==> src/rtl/wbps_pkg.sv <==
// shared types, constants and register codes for the wildcard byte pattern scanner
package wbps_pkg;

  localparam int unsigned PatternMaxDef = 16;
  localparam int unsigned AddrBitsDef   = 32;
  localparam int unsigned PatSlots      = 16;
  localparam int unsigned LenW          = 5;
  localparam int unsigned CfgIndexW     = 3;
  localparam int unsigned CfgDataW      = 64;
  localparam int unsigned HitAddrW      = 32;

  typedef enum logic [CfgIndexW-1:0] {
    CfgPatLow    = 3'd0,
    CfgPatHigh   = 3'd1,
    CfgWildMask  = 3'd2,
    CfgPatLen    = 3'd3,
    CfgBaseAddr  = 3'd4,
    CfgRelMode   = 3'd5,
    CfgFirstOnly = 3'd6
  } cfg_reg_e;

  typedef struct packed {
    logic [7:0] image_byte;
    logic       image_last;
  } in_item_t;

  typedef struct packed {
    logic                hit;
    logic [HitAddrW-1:0] hit_address;
    logic                image_done;
    logic                any_found;
  } out_item_t;

  // pattern aligned to window positions, window position 0 is the newest byte
  typedef struct packed {
    logic [PatSlots-1:0][7:0] exp_byte;
    logic [PatSlots-1:0]      care;
    logic [LenW-1:0]          eff_len;
    logic [HitAddrW-1:0]      base_address;
    logic                     relative_mode;
    logic                     first_only;
  } scan_cfg_t;

endpackage

==> src/rtl/wbps_cfg.sv <==
// configuration registers and window-aligned pattern compare vectors
module wbps_cfg import wbps_pkg::*; #(
  parameter int unsigned PATTERN_MAX = PatternMaxDef
) (
  input  logic                 clk_i,
  input  logic                 rst_ni,
  input  logic                 cfg_we_i,
  input  logic [CfgIndexW-1:0] cfg_index_i,
  input  logic [CfgDataW-1:0]  cfg_data_i,
  output scan_cfg_t            cfg_o
);

  localparam int unsigned CapLen = (PATTERN_MAX < PatSlots) ? PATTERN_MAX : PatSlots;
  localparam logic [LenW-1:0] CapLenL = LenW'(CapLen);

  logic [63:0]         pat_low_q;
  logic [63:0]         pat_high_q;
  logic [PatSlots-1:0] wild_q;
  logic [LenW-1:0]     len_q;
  logic [31:0]         base_q;
  logic                rel_q;
  logic                first_q;

  logic [PatSlots-1:0][7:0] pat_bytes;
  logic [LenW-1:0]          eff_len;
  logic [LenW-1:0]          idx;

  always_ff @(posedge clk_i or negedge rst_ni) begin
    if (!rst_ni) begin
      pat_low_q  <= '0;
      pat_high_q <= '0;
      wild_q     <= '0;
      len_q      <= LenW'(1);
      base_q     <= '0;
      rel_q      <= 1'b0;
      first_q    <= 1'b1;
    end else if (cfg_we_i) begin
      case (cfg_reg_e'(cfg_index_i))
        CfgPatLow:    pat_low_q  <= cfg_data_i;
        CfgPatHigh:   pat_high_q <= cfg_data_i;
        CfgWildMask:  wild_q     <= cfg_data_i[PatSlots-1:0];
        CfgPatLen:    len_q      <= cfg_data_i[LenW-1:0];
        CfgBaseAddr:  base_q     <= cfg_data_i[31:0];
        CfgRelMode:   rel_q      <= cfg_data_i[0];
        CfgFirstOnly: first_q    <= cfg_data_i[0];
        default: ;
      endcase
    end
  end

  assign pat_bytes = {pat_high_q, pat_low_q};
  assign eff_len   = (len_q > CapLenL) ? CapLenL : len_q;

  // window position j holds pattern position eff_len-1-j
  always_comb begin
    cfg_o               = '0;
    cfg_o.eff_len       = eff_len;
    cfg_o.base_address  = base_q;
    cfg_o.relative_mode = rel_q;
    cfg_o.first_only    = first_q;
    idx                 = '0;
    for (int j = 0; j < PatSlots; j++) begin
      idx               = eff_len - LenW'(1) - LenW'(j);
      cfg_o.exp_byte[j] = pat_bytes[idx[3:0]];
      cfg_o.care[j]     = (LenW'(j) < eff_len) && !wild_q[idx[3:0]];
    end
  end

endmodule

==> src/rtl/wbps_scan.sv <==
// byte window, fill and offset tracking, masked compare and result formation
module wbps_scan import wbps_pkg::*; #(
  parameter int unsigned PATTERN_MAX = PatternMaxDef,
  parameter int unsigned ADDR_BITS   = AddrBitsDef
) (
  input  logic      clk_i,
  input  logic      rst_ni,
  input  logic      accept_i,
  input  in_item_t  item_i,
  input  scan_cfg_t cfg_i,
  output out_item_t result_o
);

  localparam int unsigned CapLen   = (PATTERN_MAX < PatSlots) ? PATTERN_MAX : PatSlots;
  localparam int unsigned FillW    = $clog2(PATTERN_MAX + 1);
  localparam int unsigned CmpW     = (FillW > LenW) ? FillW : LenW;
  localparam int unsigned AddrKeep = (ADDR_BITS < HitAddrW) ? ADDR_BITS : HitAddrW;
  localparam logic [HitAddrW-1:0] AddrMask = {HitAddrW{1'b1}} >> (HitAddrW - AddrKeep);
  localparam logic [FillW-1:0] FillMax = FillW'(PATTERN_MAX);

  logic [PATTERN_MAX-1:0][7:0] win_q, win_d;
  logic [FillW-1:0]            fill_q, fill_d;
  logic [31:0]                 seen_q;
  logic                        found_q;

  logic                        match;
  logic                        report;
  logic                        found_d;
  logic [CapLen-1:0]           pos_ok;
  logic [31:0]                 offset;
  logic [HitAddrW-1:0]         addr;

  always_comb begin
    win_d[0] = item_i.image_byte;
    for (int i = 1; i < PATTERN_MAX; i++) begin
      win_d[i] = win_q[i-1];
    end
  end

  assign fill_d = (fill_q == FillMax) ? fill_q : fill_q + FillW'(1);

  always_comb begin
    for (int j = 0; j < CapLen; j++) begin
      pos_ok[j] = !cfg_i.care[j] || (win_d[j] == cfg_i.exp_byte[j]);
    end
  end

  assign match  = (cfg_i.eff_len != '0) && &pos_ok &&
                  (CmpW'(fill_d) >= CmpW'(cfg_i.eff_len));
  assign report = match && !(cfg_i.first_only && found_q);
  assign found_d = found_q || match;

  assign offset = seen_q - {{(32-LenW){1'b0}}, cfg_i.eff_len - LenW'(1)};
  assign addr   = (cfg_i.relative_mode ? offset : cfg_i.base_address + offset) & AddrMask;

  always_comb begin
    result_o             = '0;
    result_o.hit         = report;
    result_o.hit_address = report ? addr : '0;
    result_o.image_done  = item_i.image_last;
    result_o.any_found   = found_d;
  end

  always_ff @(posedge clk_i) begin
    if (accept_i) begin
      win_q <= win_d;
    end
  end

  always_ff @(posedge clk_i or negedge rst_ni) begin
    if (!rst_ni) begin
      fill_q  <= '0;
      seen_q  <= '0;
      found_q <= 1'b0;
    end else if (accept_i) begin
      if (item_i.image_last) begin
        fill_q  <= '0;
        seen_q  <= '0;
        found_q <= 1'b0;
      end else begin
        fill_q  <= fill_d;
        seen_q  <= seen_q + 32'd1;
        found_q <= found_d;
      end
    end
  end

endmodule

==> src/rtl/wildcard_byte_pattern_scanner.sv <==
// a result is registered and valid in the cycle after its byte request is accepted
// throughput: one byte per cycle, set by the single masked compare and offset add
// but a full result register stalls input only while the output side stalls
// reset clears the window fill, byte count, found flag and output valid
// configuration registers reset to length one, first-only mode, all else zero
module wildcard_byte_pattern_scanner import wbps_pkg::*; #(
  parameter int unsigned PATTERN_MAX = PatternMaxDef,
  parameter int unsigned ADDR_BITS   = AddrBitsDef
) (
  input  logic                 clk_i,
  input  logic                 rst_ni,
  input  logic                 in_valid_i,
  output logic                 in_stall_o,
  input  in_item_t             in_data_i,
  output logic                 out_valid_o,
  input  logic                 out_stall_i,
  output out_item_t            out_data_o,
  input  logic                 cfg_valid_i,
  output logic                 cfg_ready_o,
  input  logic [CfgIndexW-1:0] cfg_index_i,
  input  logic [CfgDataW-1:0]  cfg_data_i
);

  scan_cfg_t scan_cfg;
  out_item_t result;
  out_item_t out_data_q;
  logic      out_valid_q;
  logic      in_accept;

  assign cfg_ready_o = 1'b1;
  assign in_stall_o  = out_valid_q && out_stall_i;
  assign in_accept   = in_valid_i && !in_stall_o;

  wbps_cfg #(
    .PATTERN_MAX(PATTERN_MAX)
  ) u_cfg (
    .clk_i      (clk_i),
    .rst_ni     (rst_ni),
    .cfg_we_i   (cfg_valid_i),
    .cfg_index_i(cfg_index_i),
    .cfg_data_i (cfg_data_i),
    .cfg_o      (scan_cfg)
  );

  wbps_scan #(
    .PATTERN_MAX(PATTERN_MAX),
    .ADDR_BITS  (ADDR_BITS)
  ) u_scan (
    .clk_i   (clk_i),
    .rst_ni  (rst_ni),
    .accept_i(in_accept),
    .item_i  (in_data_i),
    .cfg_i   (scan_cfg),
    .result_o(result)
  );

  always_ff @(posedge clk_i or negedge rst_ni) begin
    if (!rst_ni) begin
      out_valid_q <= 1'b0;
    end else if (in_accept) begin
      out_valid_q <= 1'b1;
    end else if (!out_stall_i) begin
      out_valid_q <= 1'b0;
    end
  end

  always_ff @(posedge clk_i) begin
    if (in_accept) begin
      out_data_q <= result;
    end
  end

  assign out_valid_o = out_valid_q;
  assign out_data_o  = out_data_q;

endmodule

==> config.mk <==
export PLATFORM = sky130hd
export DESIGN_NAME = wildcard_byte_pattern_scanner
export DESIGN_NICKNAME = d
export VERILOG_FILES = /design/src/rtl/wbps_pkg.sv /design/src/rtl/wbps_cfg.sv /design/src/rtl/wbps_scan.sv /design/src/rtl/wildcard_byte_pattern_scanner.sv
export SDC_FILE = /design/constraint.sdc
export NUM_CORES = 1
export LEC_CHECK = 0
export BUFFER_PORTS_ARGS = -buffer_cell sky130_fd_sc_hd__clkbuf_2
export CAP_MARGIN = 20
export CORE_UTILIZATION = 50
export DETAILED_ROUTE_END_ITERATION = 8
export GPL_TIMING_DRIVEN = 0
export PLACE_DENSITY = 0.64
export SLEW_MARGIN = 30
export SYNTH_ARGS = -nofsm -noshare
export SYNTH_HDL_FRONTEND = slang
export SYNTH_SLANG_ARGS = --single-unit
==> constraint.sdc <==
create_clock -name clk_i -period 10.85 [get_ports clk_i]
set_input_delay 2.17 -clock clk_i [delete_from_list [all_inputs] [get_ports clk_i]]
set_output_delay 2.17 -clock clk_i [all_outputs]
set_load 0.02 [all_outputs]
After elaboration in Yosys (flattened, before gate mapping)
Index checks and enable logic that the tools add are counted.
{"block": "word_totals", "ff_bits": 377, "elab_cells": 263, "out_inout_bits": 38, "inputBits": 81}
{"block": "classes", "addsub": 20, "n_eq_ne": 24, "muxes": 72, "order_cmp": 34, "n_reduce_logical": 83}
{"operator": "$bmux 8 s4", "n": 16}
{"operator": "$eq 8x8->1", "n": 16}
{"operator": "$mux 8", "n": 16}
{"operator": "$lt 4x5->1 const B", "n": 16}
{"operator": "$bmux 1 s4", "n": 16}
{"operator": "$mux 32", "n": 2}
{"operator": "$lt 4x5->1 const A", "n": 8}
{"operator": "$logic_not 1->1", "n": 34}
{"operator": "$add 32x1->32 const B", "n": 1}
{"operator": "$add 32x32->32", "n": 1}
{"operator": "$sub 32x5->32", "n": 1}
{"operator": "$sub 4x4->4 const B", "n": 8}
{"operator": "$logic_and 1x1->1", "n": 22}
{"operator": "$lt 3x5->1 const A", "n": 4}
{"operator": "$mux 1", "n": 19}
{"operator": "$logic_or 1x1->1", "n": 17}
{"operator": "$reduce_and 16->1", "n": 1}
{"operator": "$sub 4x3->4 const B", "n": 4}
{"operator": "$mux 5", "n": 3}
{"operator": "$reduce_and 2->1", "n": 7}
{"operator": "$lt 1x5->1 const A", "n": 2}
{"operator": "$lt 2x5->1 const A", "n": 2}
{"operator": "$eq 3x3->1 const B", "n": 3}
{"operator": "$sub 4x2->4 const B", "n": 2}
{"operator": "11 further kinds", "n": 12}

Depth between registers and ports, before layout
Gate-level depths: netlist (run 1).
{"block": "depth", "depth_word": 15, "ltp_mapped": 32, "depth_no_buf": 25}

Cells and area by module
A second synthesis (run 1) with hierarchy kept.
{"block": "unflattened", "hier_cells": 2019, "hier_area_um2": 25300.5}
{"mod": "wbps_cfg", "cells_per_inst": 1019, "area_each_um2": 14318.7, "n_inst": 1, "seq_area_each_um2": 4581.9}
{"mod": "wbps_scan", "cells_per_inst": 959, "area_each_um2": 9869.5, "n_inst": 1, "seq_area_each_um2": 4554.4}
{"mod": "wildcard_byte_pattern_scanner", "cells_per_inst": 41, "area_each_um2": 1112.3, "n_inst": 1, "seq_area_each_um2": 1076.0}

Least setup slack after synthesis (run 1)
Ideal clock, no wire load.
{"block": "synth_path", "path_type": "reg-to-reg", "startpoint": "register u_cfg.len_q[1]", "endpoint": "register out_data_q (netlist bit out_data_o[32]), data pin", "required_time_ps": 10594, "t_arrival_ps": 7323, "path_stages_with_launch": 31, "synth_period_minus_slack_ps": 7579, "setup_time_ps": 256, "n_path_buf": 6, "setup_slack_ps": 3271, "cell_sequence": "dfrtp_1 nand2b_1 buf_2 buf_2 buf_1 ha_1 inv_1 clkbuf_1 buf_1 clkbuf_1 ha_1 nor2b_1 o21ai_0 nand2b_1 maj3_1 a21oi_1 nand2_1 or3_1 xnor2_1 ha_1 a21o_1 a21o_1 a21oi_1 o31ai_1 a211o_1 a41oi_1 o21ai_0 a2111oi_0 a21oi_1 xor2_1 o211a_1"}
{"block": "synth_via", "elab_chain_cells": 14, "word_cells_on_any_way": 187, "cone_classes": "18 x add/sub; 18 x order compare; 16 x eq/ne; 66 x mux; 69 x reduce/logical"}
{"element": "start, declared", "line": "wbps_cfg.sv:19", "text": "logic [LenW-1:0] len_q;"}
{"element": "start signal, assigned", "line": "wbps_cfg.sv:33", "text": "len_q <= LenW'(1);"}
{"element": "start signal, assigned", "line": "wbps_cfg.sv:42", "text": "CfgPatLen: len_q <= cfg_data_i[LenW-1:0];"}
{"element": "$gt 5x5->1", "line": "wbps_cfg.sv:52", "text": "assign eff_len = (len_q > CapLenL) ? CapLenL : len_q;"}
{"element": "$mux 5 (*)", "line": "wbps_cfg.sv:52"}
{"element": "parallel branches: the longest is 12 deep, another holds $sub 32x5->32"}
{"element": "end signal, assigned", "line": "wildcard_byte_pattern_scanner.sv:69", "text": "out_data_q <= result;"}
{"element": "end, declared", "line": "wildcard_byte_pattern_scanner.sv:26", "text": "out_item_t out_data_q;"}
Every way passes the cells marked *. The select of a mux whose other input is x is not followed.
A chain may end at the register's enable or synchronous reset.

Worst setup path after layout (run 1)
{"block": "layout_path", "startpoint": "register u_cfg.len_q[1]", "endpoint": "register out_data_q (netlist bit out_data_o[7]), data pin"}
The elaborated chain is that of the path after synthesis.

==> results of run 1 <==
## per-stage QoR
step / util / hold WS (ns) / std cells / total power [mW] / instance area [um^2]
after floorplan: - / 0.426 / 2493 / 5.26 / 27100
after global placement: 0.532 / 0.456 / 3304 / 6.98 / 28600
after detailed placement: 0.536 / 0.459 / 3309 / 7.06 / 28800
after CTS: 0.563 / 0.478 / 3388 / 8.57 / 30200
after global routing: 0.563 / 0.486 / 3387 / 9.05 / 30200
final: 0.563 / 0.479 / 3387 / 8.82 / 30200
## cell type report
class                      count  area, um^2  area share
multi-input combinational   1913       16100       0.533
sequential                   377       10200       0.338
clock buffer                  54        1150      0.0380
tap                          696         871      0.0288
buffer                       160         737      0.0244
timing repair buffer         120         699      0.0231
clock inverter                25         284     0.00939
inverter                      42         163     0.00538
## metal layers
metal,track usage,vias up,part of all wire
met4,0.310,6,0.087
met1,0.556,12000,0.37
met2,0.689,1708,0.44
met5,0,-,0.00027
li1,-,9758,-
met3,0.102,429,0.10
## cell usage in the layout (no fill, tap or decap), drive strengths merged, types with 43 or more instances in the layout
master / netlist / routed
buf: 77 / 81
mux4: 78 / 78
dfrtp: 220 / 220
edfxtp: 155 / 155
a21oi: 60 / 60
o21ai: 84 / 84
nand3: 43 / 43
mux2: 207 / 207
xor2: 102 / 102
xnor2: 130 / 130
nor2: 135 / 135
mux2i: 295 / 295
ha: 58 / 58
clkbuf: 84 / 253
nand2: 180 / 180
## Yosys cell counts, types with 20 or more instances
library cell,n
sky130_fd_sc_hd__mux2i_1,290
sky130_fd_sc_hd__and2_1,30
sky130_fd_sc_hd__a22o_1,20
sky130_fd_sc_hd__a21oi_1,60
sky130_fd_sc_hd__clkbuf_1,84
sky130_fd_sc_hd__nor2b_1,30
sky130_fd_sc_hd__buf_2,45
sky130_fd_sc_hd__a21o_1,24
sky130_fd_sc_hd__edfxtp_1,155
sky130_fd_sc_hd__a211oi_1,21
sky130_fd_sc_hd__mux4_2,78
sky130_fd_sc_hd__a22oi_1,42
sky130_fd_sc_hd__nand2b_1,25
sky130_fd_sc_hd__inv_1,34
sky130_fd_sc_hd__o22ai_1,32
sky130_fd_sc_hd__nand2_1,180
sky130_fd_sc_hd__mux2_2,207
sky130_fd_sc_hd__xnor2_1,127
sky130_fd_sc_hd__dfrtp_1,220
sky130_fd_sc_hd__ha_1,58
sky130_fd_sc_hd__o21ai_0,82
sky130_fd_sc_hd__nor2_1,134
sky130_fd_sc_hd__xor2_1,102
sky130_fd_sc_hd__nor3_1,23
sky130_fd_sc_hd__nand3_1,43
sky130_fd_sc_hd__nand4_1,26
## cell families (layout without fill, tap and decap cells)
family | after synthesis | in the layout
other | 1 | 1
adders and majority gates | 62 | 62
buffers and inverters | 203 | 401
AOI/OAI and AO/OA | 453 | 453
muxes | 580 | 580
and+or+nand+nor | 585 | 585
DFF | 377 | 377
xor gates and xnor gates | 232 | 232
## critical path, delay by kind of cell, from the launching register on
kind	cells	cell delay [ns]
buffers and inverters	9	4.49
and+or+nand+nor	6	2.52
AOI/OAI and AO/OA	3	1.09
adders and majority gates	2	0.98
DFF	1	0.51
muxes	1	0.49
xor gates and xnor gates	2	0.42
## power breakdown
part	internal (mW)	switching, mW
Sequential	1.68	0.385
Clock	0.876	0.626
Combinational	1.98	3.27
Total	4.54	4.28
## state kept, by name (all words and copies together) (netlist names), 5 cells and up
name / flops
u_cfg.wild_q: 16
u_scan.fill_q: 5
u_cfg.base_q: 32
u_cfg.pat_low_q: 64
u_scan.win_d: 120
u_scan.seen_q: 32
out_data_o: 35
u_cfg.len_q: 5
u_cfg.pat_high_q: 64
## path summary, 6_finish.rpt
path / to / slack, ns / depth (start not counted) / startpoint
min in group asynchronous: u_cfg.base_q[28] / 1.58 / 1 / rst_ni
min: u_scan.win_d[26] / 0.48 / 0 / u_scan.win_d[18]
max: out_data_o[7] / 0.11 / 23 / u_cfg.len_q[1]
min reg2reg: u_scan.win_d[26] / 0.48 / 0 / u_scan.win_d[18]
max reg2reg: out_data_o[7] / 0.11 / 23 / u_cfg.len_q[1]
max in group asynchronous: u_cfg.first_q / 7.98 / 3 / rst_ni
==> impl_metrics.prom, run 1 <==
# TYPE chip_impl_metric gauge
chip_impl_info{name="startpoint_type",value="register"} 1
chip_impl_metric{name="max_clock_freq",unit="GHz"} 0.0931
chip_impl_metric{name="synthArstFlopShare",unit=""} 0.589
chip_impl_metric{name="worst_clock_skew",unit="ns"} 0.0166
chip_impl_metric{name="cts.sinks",unit=""} 377
chip_impl_metric{name="synthesis.instances",unit=""} 2493
chip_impl_info{name="ys.flop_type",value="sky130_fd_sc_hd__dfrtp_1"} 1
chip_impl_metric{name="pre_cts_slack",unit="ns"} 0.615
chip_impl_metric{name="synth_top_area_frac",unit=""} 0.203
chip_impl_info{name="crit_slowest_cell",value="sky130_fd_sc_hd__nor4_1"} 1
chip_impl_metric{name="cts_buffers",unit=""} 43
chip_impl_metric{name="yosysSeqAreaShare",unit=""} 0.376
chip_impl_metric{name="synth_cell_type_count",unit=""} 94
chip_impl_metric{name="post_synth_mux_area_share",unit=""} 0.260
chip_impl_metric{name="io_pins",unit=""} 119
chip_impl_metric{name="layout_setup_ws",unit="ns"} 0.114
chip_impl_metric{name="globalRoute.totalOverflow",unit=""} 0
chip_impl_metric{name="finalNetCount",unit=""} 2798
chip_impl_info{name="timing.critical_path.cells",value="nand2b_1, buf_2, buf_2, buf_2, ha_1, inv_1, buf_1, clkbuf_2, ha_1, nand2b_1, a21oi_1, nor3_2, xnor2_1, buf_2, buf_2, mux2i_1, xor2_1, nor4_1, a31oi_1, or4_4, a2111oi_4, buf_2, and2_1"} 1
chip_impl_metric{name="synthesis.nets",unit=""} 2634
chip_impl_info{name="cts_tree",value="built"} 1
chip_impl_metric{name="drt_pass1_iterations",unit=""} 6
chip_impl_metric{name="ctsResizeCount",unit=""} 0
chip_impl_metric{name="cts_clk_pin_slew_worst_paths",unit="ns"} 0.06
chip_impl_metric{name="via_count",unit=""} 23900
chip_impl_metric{name="initial_antenna_violation_count",unit=""} 3
chip_impl_metric{name="relSlewSlack",unit=""} 0.252
chip_impl_info{name="post-synth-top-area-cell",value="sky130_fd_sc_hd__dfrtp_1"} 1
chip_impl_metric{name="slowest_delay",unit="ns"} 0.88
chip_impl_metric{name="max_cap_viols",unit=""} 0
chip_impl_metric{name="dpl.hpwl",unit="um"} 98800
chip_impl_metric{name="synth_enable_flop_cells",unit=""} 155
chip_impl_metric{name="grt_util_all_layers",unit=""} 0.446
chip_impl_metric{name="drtAntennaViolNets",unit=""} 0
chip_impl_metric{name="n_fill_cell",unit=""} 4561
chip_impl_metric{name="finalHoldViolCount",unit=""} 0
chip_impl_metric{name="synth.ff_latch_count",unit=""} 377
chip_impl_metric{name="cts.htree.levels",unit=""} 2
chip_impl_metric{name="dieWidth",unit="um"} 235
chip_impl_metric{name="route.detailed.drc",unit=""} 0
chip_impl_metric{name="drive_gt1_frac",unit=""} 0.218
chip_impl_metric{name="num_rows",unit=""} 85
chip_impl_metric{name="timing_max_transition_violations_final",unit=""} 0
chip_impl_metric{name="synth_xor_xnor_area_share",unit=""} 0.0757
chip_impl_metric{name="power_leakage",unit="nW"} 12.5
chip_impl_metric{name="cts-hold-fix-buffers",unit=""} 0
chip_impl_info{name="cts-root-buf",value="sky130_fd_sc_hd__clkbuf_16"} 1
chip_impl_metric{name="first_global_vias",unit=""} 23000
chip_impl_info{name="dominant_combinational_cell_family_by_area_after_synthesis",value="multiplexers"} 1
chip_impl_metric{name="max_vdd_drop",unit="uV"} 159
chip_impl_metric{name="synth-adder-area-share",unit=""} 0.0289
chip_impl_metric{name="post-route-period-util",unit=""} 0.989
chip_impl_metric{name="cp.required",unit="ns"} 11.29
chip_impl_info{name="rsz0062_at_grt",value="false"} 1
chip_impl_metric{name="wirelength",unit="um"} 124000
chip_impl_metric{name="die-area",unit="um^2"} 55200
chip_impl_metric{name="syn_area",unit="um^2"} 27100
chip_impl_info{name="crit_path_frequent_cell",value="sky130_fd_sc_hd__buf_2"} 1
chip_impl_metric{name="cts_setup_buffers",unit=""} 0
chip_impl_metric{name="syn_avg_cell_area",unit="um^2"} 10.9
chip_impl_info{name="synth_area_leaders",value="sky130_fd_sc_hd__dfrtp_1, sky130_fd_sc_hd__edfxtp_1, sky130_fd_sc_hd__mux2i_1"} 1
chip_impl_metric{name="share_of_synthesized_cell_area_in_and_or_nand_and_nor_gates",unit=""} 0.107
chip_impl_metric{name="worst-path-max-fanout",unit=""} 14
chip_impl_metric{name="pwr_density_cell",unit="nW/um^2"} 292
chip_impl_metric{name="wl_per_cell",unit="um"} 36.6
chip_impl_metric{name="synth-compound-area-share",unit=""} 0.119
chip_impl_metric{name="avgViaCountPerCell",unit=""} 7.05
chip_impl_metric{name="drt_iter0_drc",unit=""} 3012
chip_impl_metric{name="floorplan.die.height",unit="um"} 235
chip_impl_metric{name="setup_viol",unit=""} 0
chip_impl_metric{name="clk_path_buf_depth",unit=""} 3
chip_impl_metric{name="ys_warn_count",unit=""} 0
chip_impl_metric{name="grt_pass1_wl",unit="um"} 173000
chip_impl_metric{name="routability_congestion",unit=""} 1.08
chip_impl_metric{name="critical_path_arrival",unit="ns"} 11.17
chip_impl_metric{name="clock_insertion_delay_worst_skew",unit="ns"} 0.59
chip_impl_info{name="crit_path_end_kind",value="register"} 1
chip_impl_metric{name="n_antenna_cell",unit=""} 0
chip_impl_metric{name="maximum_number_of_pins_on_one_net_before_global_route_repair",unit=""} 84
chip_impl_metric{name="syn_to_final_growth",unit="%"} 11.4
chip_impl_metric{name="tns",unit="ns"} 0
chip_impl_metric{name="worst-slew-pin-transition",unit="ns"} 1.09
chip_impl_info{name="status",value="finished, final reports clean"} 1
chip_impl_info{name="worstHoldPathType",value="reg2reg"} 1
chip_impl_info{name="setup.worst_path.class",value="reg2reg"} 1
chip_impl_metric{name="numPortBuffers",unit=""} 115
chip_impl_metric{name="starting_utilization_of_the_core_area",unit=""} 0.506
chip_impl_metric{name="placeableCoreArea",unit="um^2"} 53700
chip_impl_metric{name="timing.final.crit_period",unit="ns"} 10.74
(Power assumes the default switching activity.)
==> inputs of run 2 (changes only) <==
- MAX_ROUTING_LAYER: unset -> met4
- PLACE_DENSITY: 0.64 -> unset
- PLACE_DENSITY_LB_ADDON: unset -> 0.1
==> impl_metrics.prom, run 2 (same netlist as run 1, synthesis figures left out) <==
# TYPE chip_impl_metric gauge
chip_impl_info{name="status",value="finished, final reports clean"} 1
chip_impl_metric{name="p_sw_frac",unit=""} 0.487
chip_impl_metric{name="cp.required",unit="ns"} 11.17
chip_impl_metric{name="cts_clk_pin_slew_worst_paths",unit="ns"} 0.06
chip_impl_metric{name="cts_setup_buffers",unit=""} 0
chip_impl_metric{name="cts-hold-fix-buffers",unit=""} 0
chip_impl_metric{name="timing_max_transition_violations_final",unit=""} 0
chip_impl_metric{name="combinationalPowerShare",unit=""} 0.599
chip_impl_metric{name="wl_per_cell",unit="um"} 35.5
chip_impl_info{name="critPathLaunch",value="u_cfg.len_q[1]"} 1
chip_impl_metric{name="slowest_delay",unit="ns"} 0.78
chip_impl_metric{name="timing.reg2reg.worst_path_depth",unit=""} 28
chip_impl_metric{name="max_vdd_drop",unit="uV"} 174
chip_impl_metric{name="setup.reg_to_reg.worst_slack",unit="ns"} 0.25
chip_impl_metric{name="finalNetCount",unit=""} 2802
chip_impl_info{name="commonest_non_fill_non_tap_cells_in_the_layout",value="sky130_fd_sc_hd__mux2i_1, sky130_fd_sc_hd__dfrtp_1, sky130_fd_sc_hd__mux2_2"} 1
chip_impl_info{name="rsz0062_at_grt",value="false"} 1
chip_impl_metric{name="first_global_vias",unit=""} 23100
chip_impl_metric{name="cts.sinks",unit=""} 377
chip_impl_metric{name="design_power_total",unit="mW"} 8.88
chip_impl_metric{name="worst-path-max-fanout",unit=""} 14
chip_impl_info{name="cts-root-buf",value="sky130_fd_sc_hd__clkbuf_16"} 1
chip_impl_metric{name="utilization",unit=""} 0.564
chip_impl_metric{name="post-route-period-util",unit=""} 0.977
chip_impl_metric{name="avgViaCountPerCell",unit=""} 6.91
chip_impl_metric{name="dieWidth",unit="um"} 235
chip_impl_metric{name="power_leakage",unit="nW"} 12.5
chip_impl_metric{name="dpl.hpwl",unit="um"} 95800
chip_impl_metric{name="critical_path_arrival",unit="ns"} 10.91
chip_impl_metric{name="routability_congestion",unit=""} 1.10
chip_impl_metric{name="num_rows",unit=""} 85
chip_impl_info{name="timing.rr.start",value="u_cfg.len_q[1]"} 1
chip_impl_metric{name="power_switching",unit="mW"} 4.33
chip_impl_metric{name="pre_cts_slack",unit="ns"} 0.846
chip_impl_metric{name="layout_setup_ws",unit="ns"} 0.254
chip_impl_metric{name="drive_gt1_frac",unit=""} 0.218
chip_impl_metric{name="cts_buffers",unit=""} 43
chip_impl_info{name="cts_tree",value="built"} 1
chip_impl_metric{name="clk_path_buf_depth",unit=""} 3
chip_impl_metric{name="maximum_number_of_pins_on_one_net_before_global_route_repair",unit=""} 79
chip_impl_metric{name="relSlewSlack",unit=""} 0.252
chip_impl_metric{name="seq_power_share",unit=""} 0.230
chip_impl_info{name="worst_setup_path_endpoint",value="out_data_o[26]"} 1
chip_impl_info{name="worstHoldPathType",value="reg2reg"} 1
chip_impl_metric{name="max_cap_viols",unit=""} 0
chip_impl_metric{name="syn_to_final_growth",unit="%"} 11.6
chip_impl_metric{name="numPortBuffers",unit=""} 115
chip_impl_metric{name="placeableCoreArea",unit="um^2"} 53700
chip_impl_metric{name="pwr_density_cell",unit="nW/um^2"} 293
chip_impl_metric{name="timing.final.crit_period",unit="ns"} 10.60
chip_impl_metric{name="die-area",unit="um^2"} 55200
chip_impl_metric{name="initial_antenna_violation_count",unit=""} 2
chip_impl_metric{name="finalHoldViolCount",unit=""} 0
chip_impl_metric{name="route.detailed.drc",unit=""} 0
chip_impl_metric{name="globalRoute.totalOverflow",unit=""} 0
chip_impl_info{name="crit_slowest_cell",value="sky130_fd_sc_hd__clkbuf_1"} 1
chip_impl_metric{name="clkPwrFrac",unit=""} 0.171
chip_impl_metric{name="drt_iter0_drc",unit=""} 2962
chip_impl_metric{name="grt_pass1_wl",unit="um"} 169000
chip_impl_metric{name="drtAntennaViolNets",unit=""} 0
chip_impl_metric{name="worst_clock_skew",unit="ns"} 0.0426
chip_impl_metric{name="ctsResizeCount",unit=""} 0
chip_impl_metric{name="finalNonFillerCells",unit=""} 3395
chip_impl_metric{name="max_clock_freq",unit="GHz"} 0.0944
chip_impl_metric{name="drt_pass1_iterations",unit=""} 8
chip_impl_metric{name="wirelength",unit="um"} 121000
chip_impl_metric{name="floorplan.die.height",unit="um"} 235
chip_impl_metric{name="via_count",unit=""} 23500
chip_impl_metric{name="clock_insertion_delay_worst_skew",unit="ns"} 0.61
chip_impl_metric{name="grt_util_all_layers",unit=""} 0.447
chip_impl_info{name="timing.rr.end",value="out_data_o[26]"} 1
chip_impl_metric{name="io_pins",unit=""} 119
chip_impl_metric{name="largest_register_ff_count",unit=""} 120
chip_impl_metric{name="setup_viol",unit=""} 0
chip_impl_info{name="startpoint_type",value="register"} 1
chip_impl_metric{name="cts.htree.levels",unit=""} 2
chip_impl_info{name="mostFrequentLayoutCell",value="sky130_fd_sc_hd__mux2i_1"} 1
chip_impl_info{name="setup.worst_path.class",value="reg2reg"} 1
chip_impl_metric{name="starting_utilization_of_the_core_area",unit=""} 0.506
chip_impl_info{name="crit_path_end_kind",value="register"} 1
chip_impl_metric{name="worst-slew-pin-transition",unit="ns"} 1.12
chip_impl_metric{name="dpl.cell_count",unit=""} 3312
chip_impl_metric{name="internal_power_consumption",unit="mW"} 4.55
==> run 2: power groups by stage <==
stage	clock network, mW	logic (mW)	registers (mW)
after floorplan	0	3.40	1.87
after global placement	0	5.00	2.04
after detailed placement	0	5.09	2.04
after CTS	1.52	5.12	2.01
after global routing	1.58	5.51	2.04
final	1.52	5.32	2.04
==> run 2: layout make-up <==
type / instances / area, um^2
antenna: 4 / 10.0
multi-input combinational: 1913 / 16100
buffer: 161 / 739
timing repair buffer: 123 / 732
tap: 696 / 871
clock inverter: 19 / 228
fill: 4613 / 23400
sequential: 377 / 10200
inverter: 42 / 163
clock buffer: 60 / 1220
==> run 2: through the flow <==
stage	TNS, ns	instance area (um^2)	hold slack, ns
4_1_cts	0	30300	0.464
3_3_place_gp	-0.393	28600	0.451
6_report	0	30300	0.457
2_1_floorplan	0	27100	0.426
5_1_grt	0	30300	0.465
3_5_place_dp	0	28800	0.451
==> run 2: worst min path at each step <==
stage                 startpoint  cells after the start                end
2_1_floorplan   u_scan.win_d[43]                      0   u_scan.win_d[51]
3_3_place_gp    u_scan.win_d[77]                      0   u_scan.win_d[85]
3_5_place_dp    u_scan.win_d[43]                      0   u_scan.win_d[51]
4_1_cts        u_scan.win_d[112]                      0  u_scan.win_d[120]
5_1_grt        u_scan.win_d[112]                      0  u_scan.win_d[120]
6_report       u_scan.win_d[112]                      0  u_scan.win_d[120]
==> run 2: per-layer routing <==
metal,wire (um),vias up,GRT usage
li1,-,9766,-
met1,46400,11800,0.544
met4,10600,0,0.318
met2,53100,1504,0.670
met5,0,-,-
met3,10400,416,0.0856
==> run 2: worst max-delay path, delay by kind of cell, from the launching register on <==
| family | cells | cell delay, ns |
|---|---|---|
| DFF | 1 | 0.45 |
| and+or+nand+nor | 9 | 2.10 |
| xor gates and xnor gates | 1 | 0.18 |
| AOI/OAI and AO/OA | 7 | 2.09 |
| adders and majority gates | 4 | 1.76 |
| buffers and inverters | 7 | 3.70 |
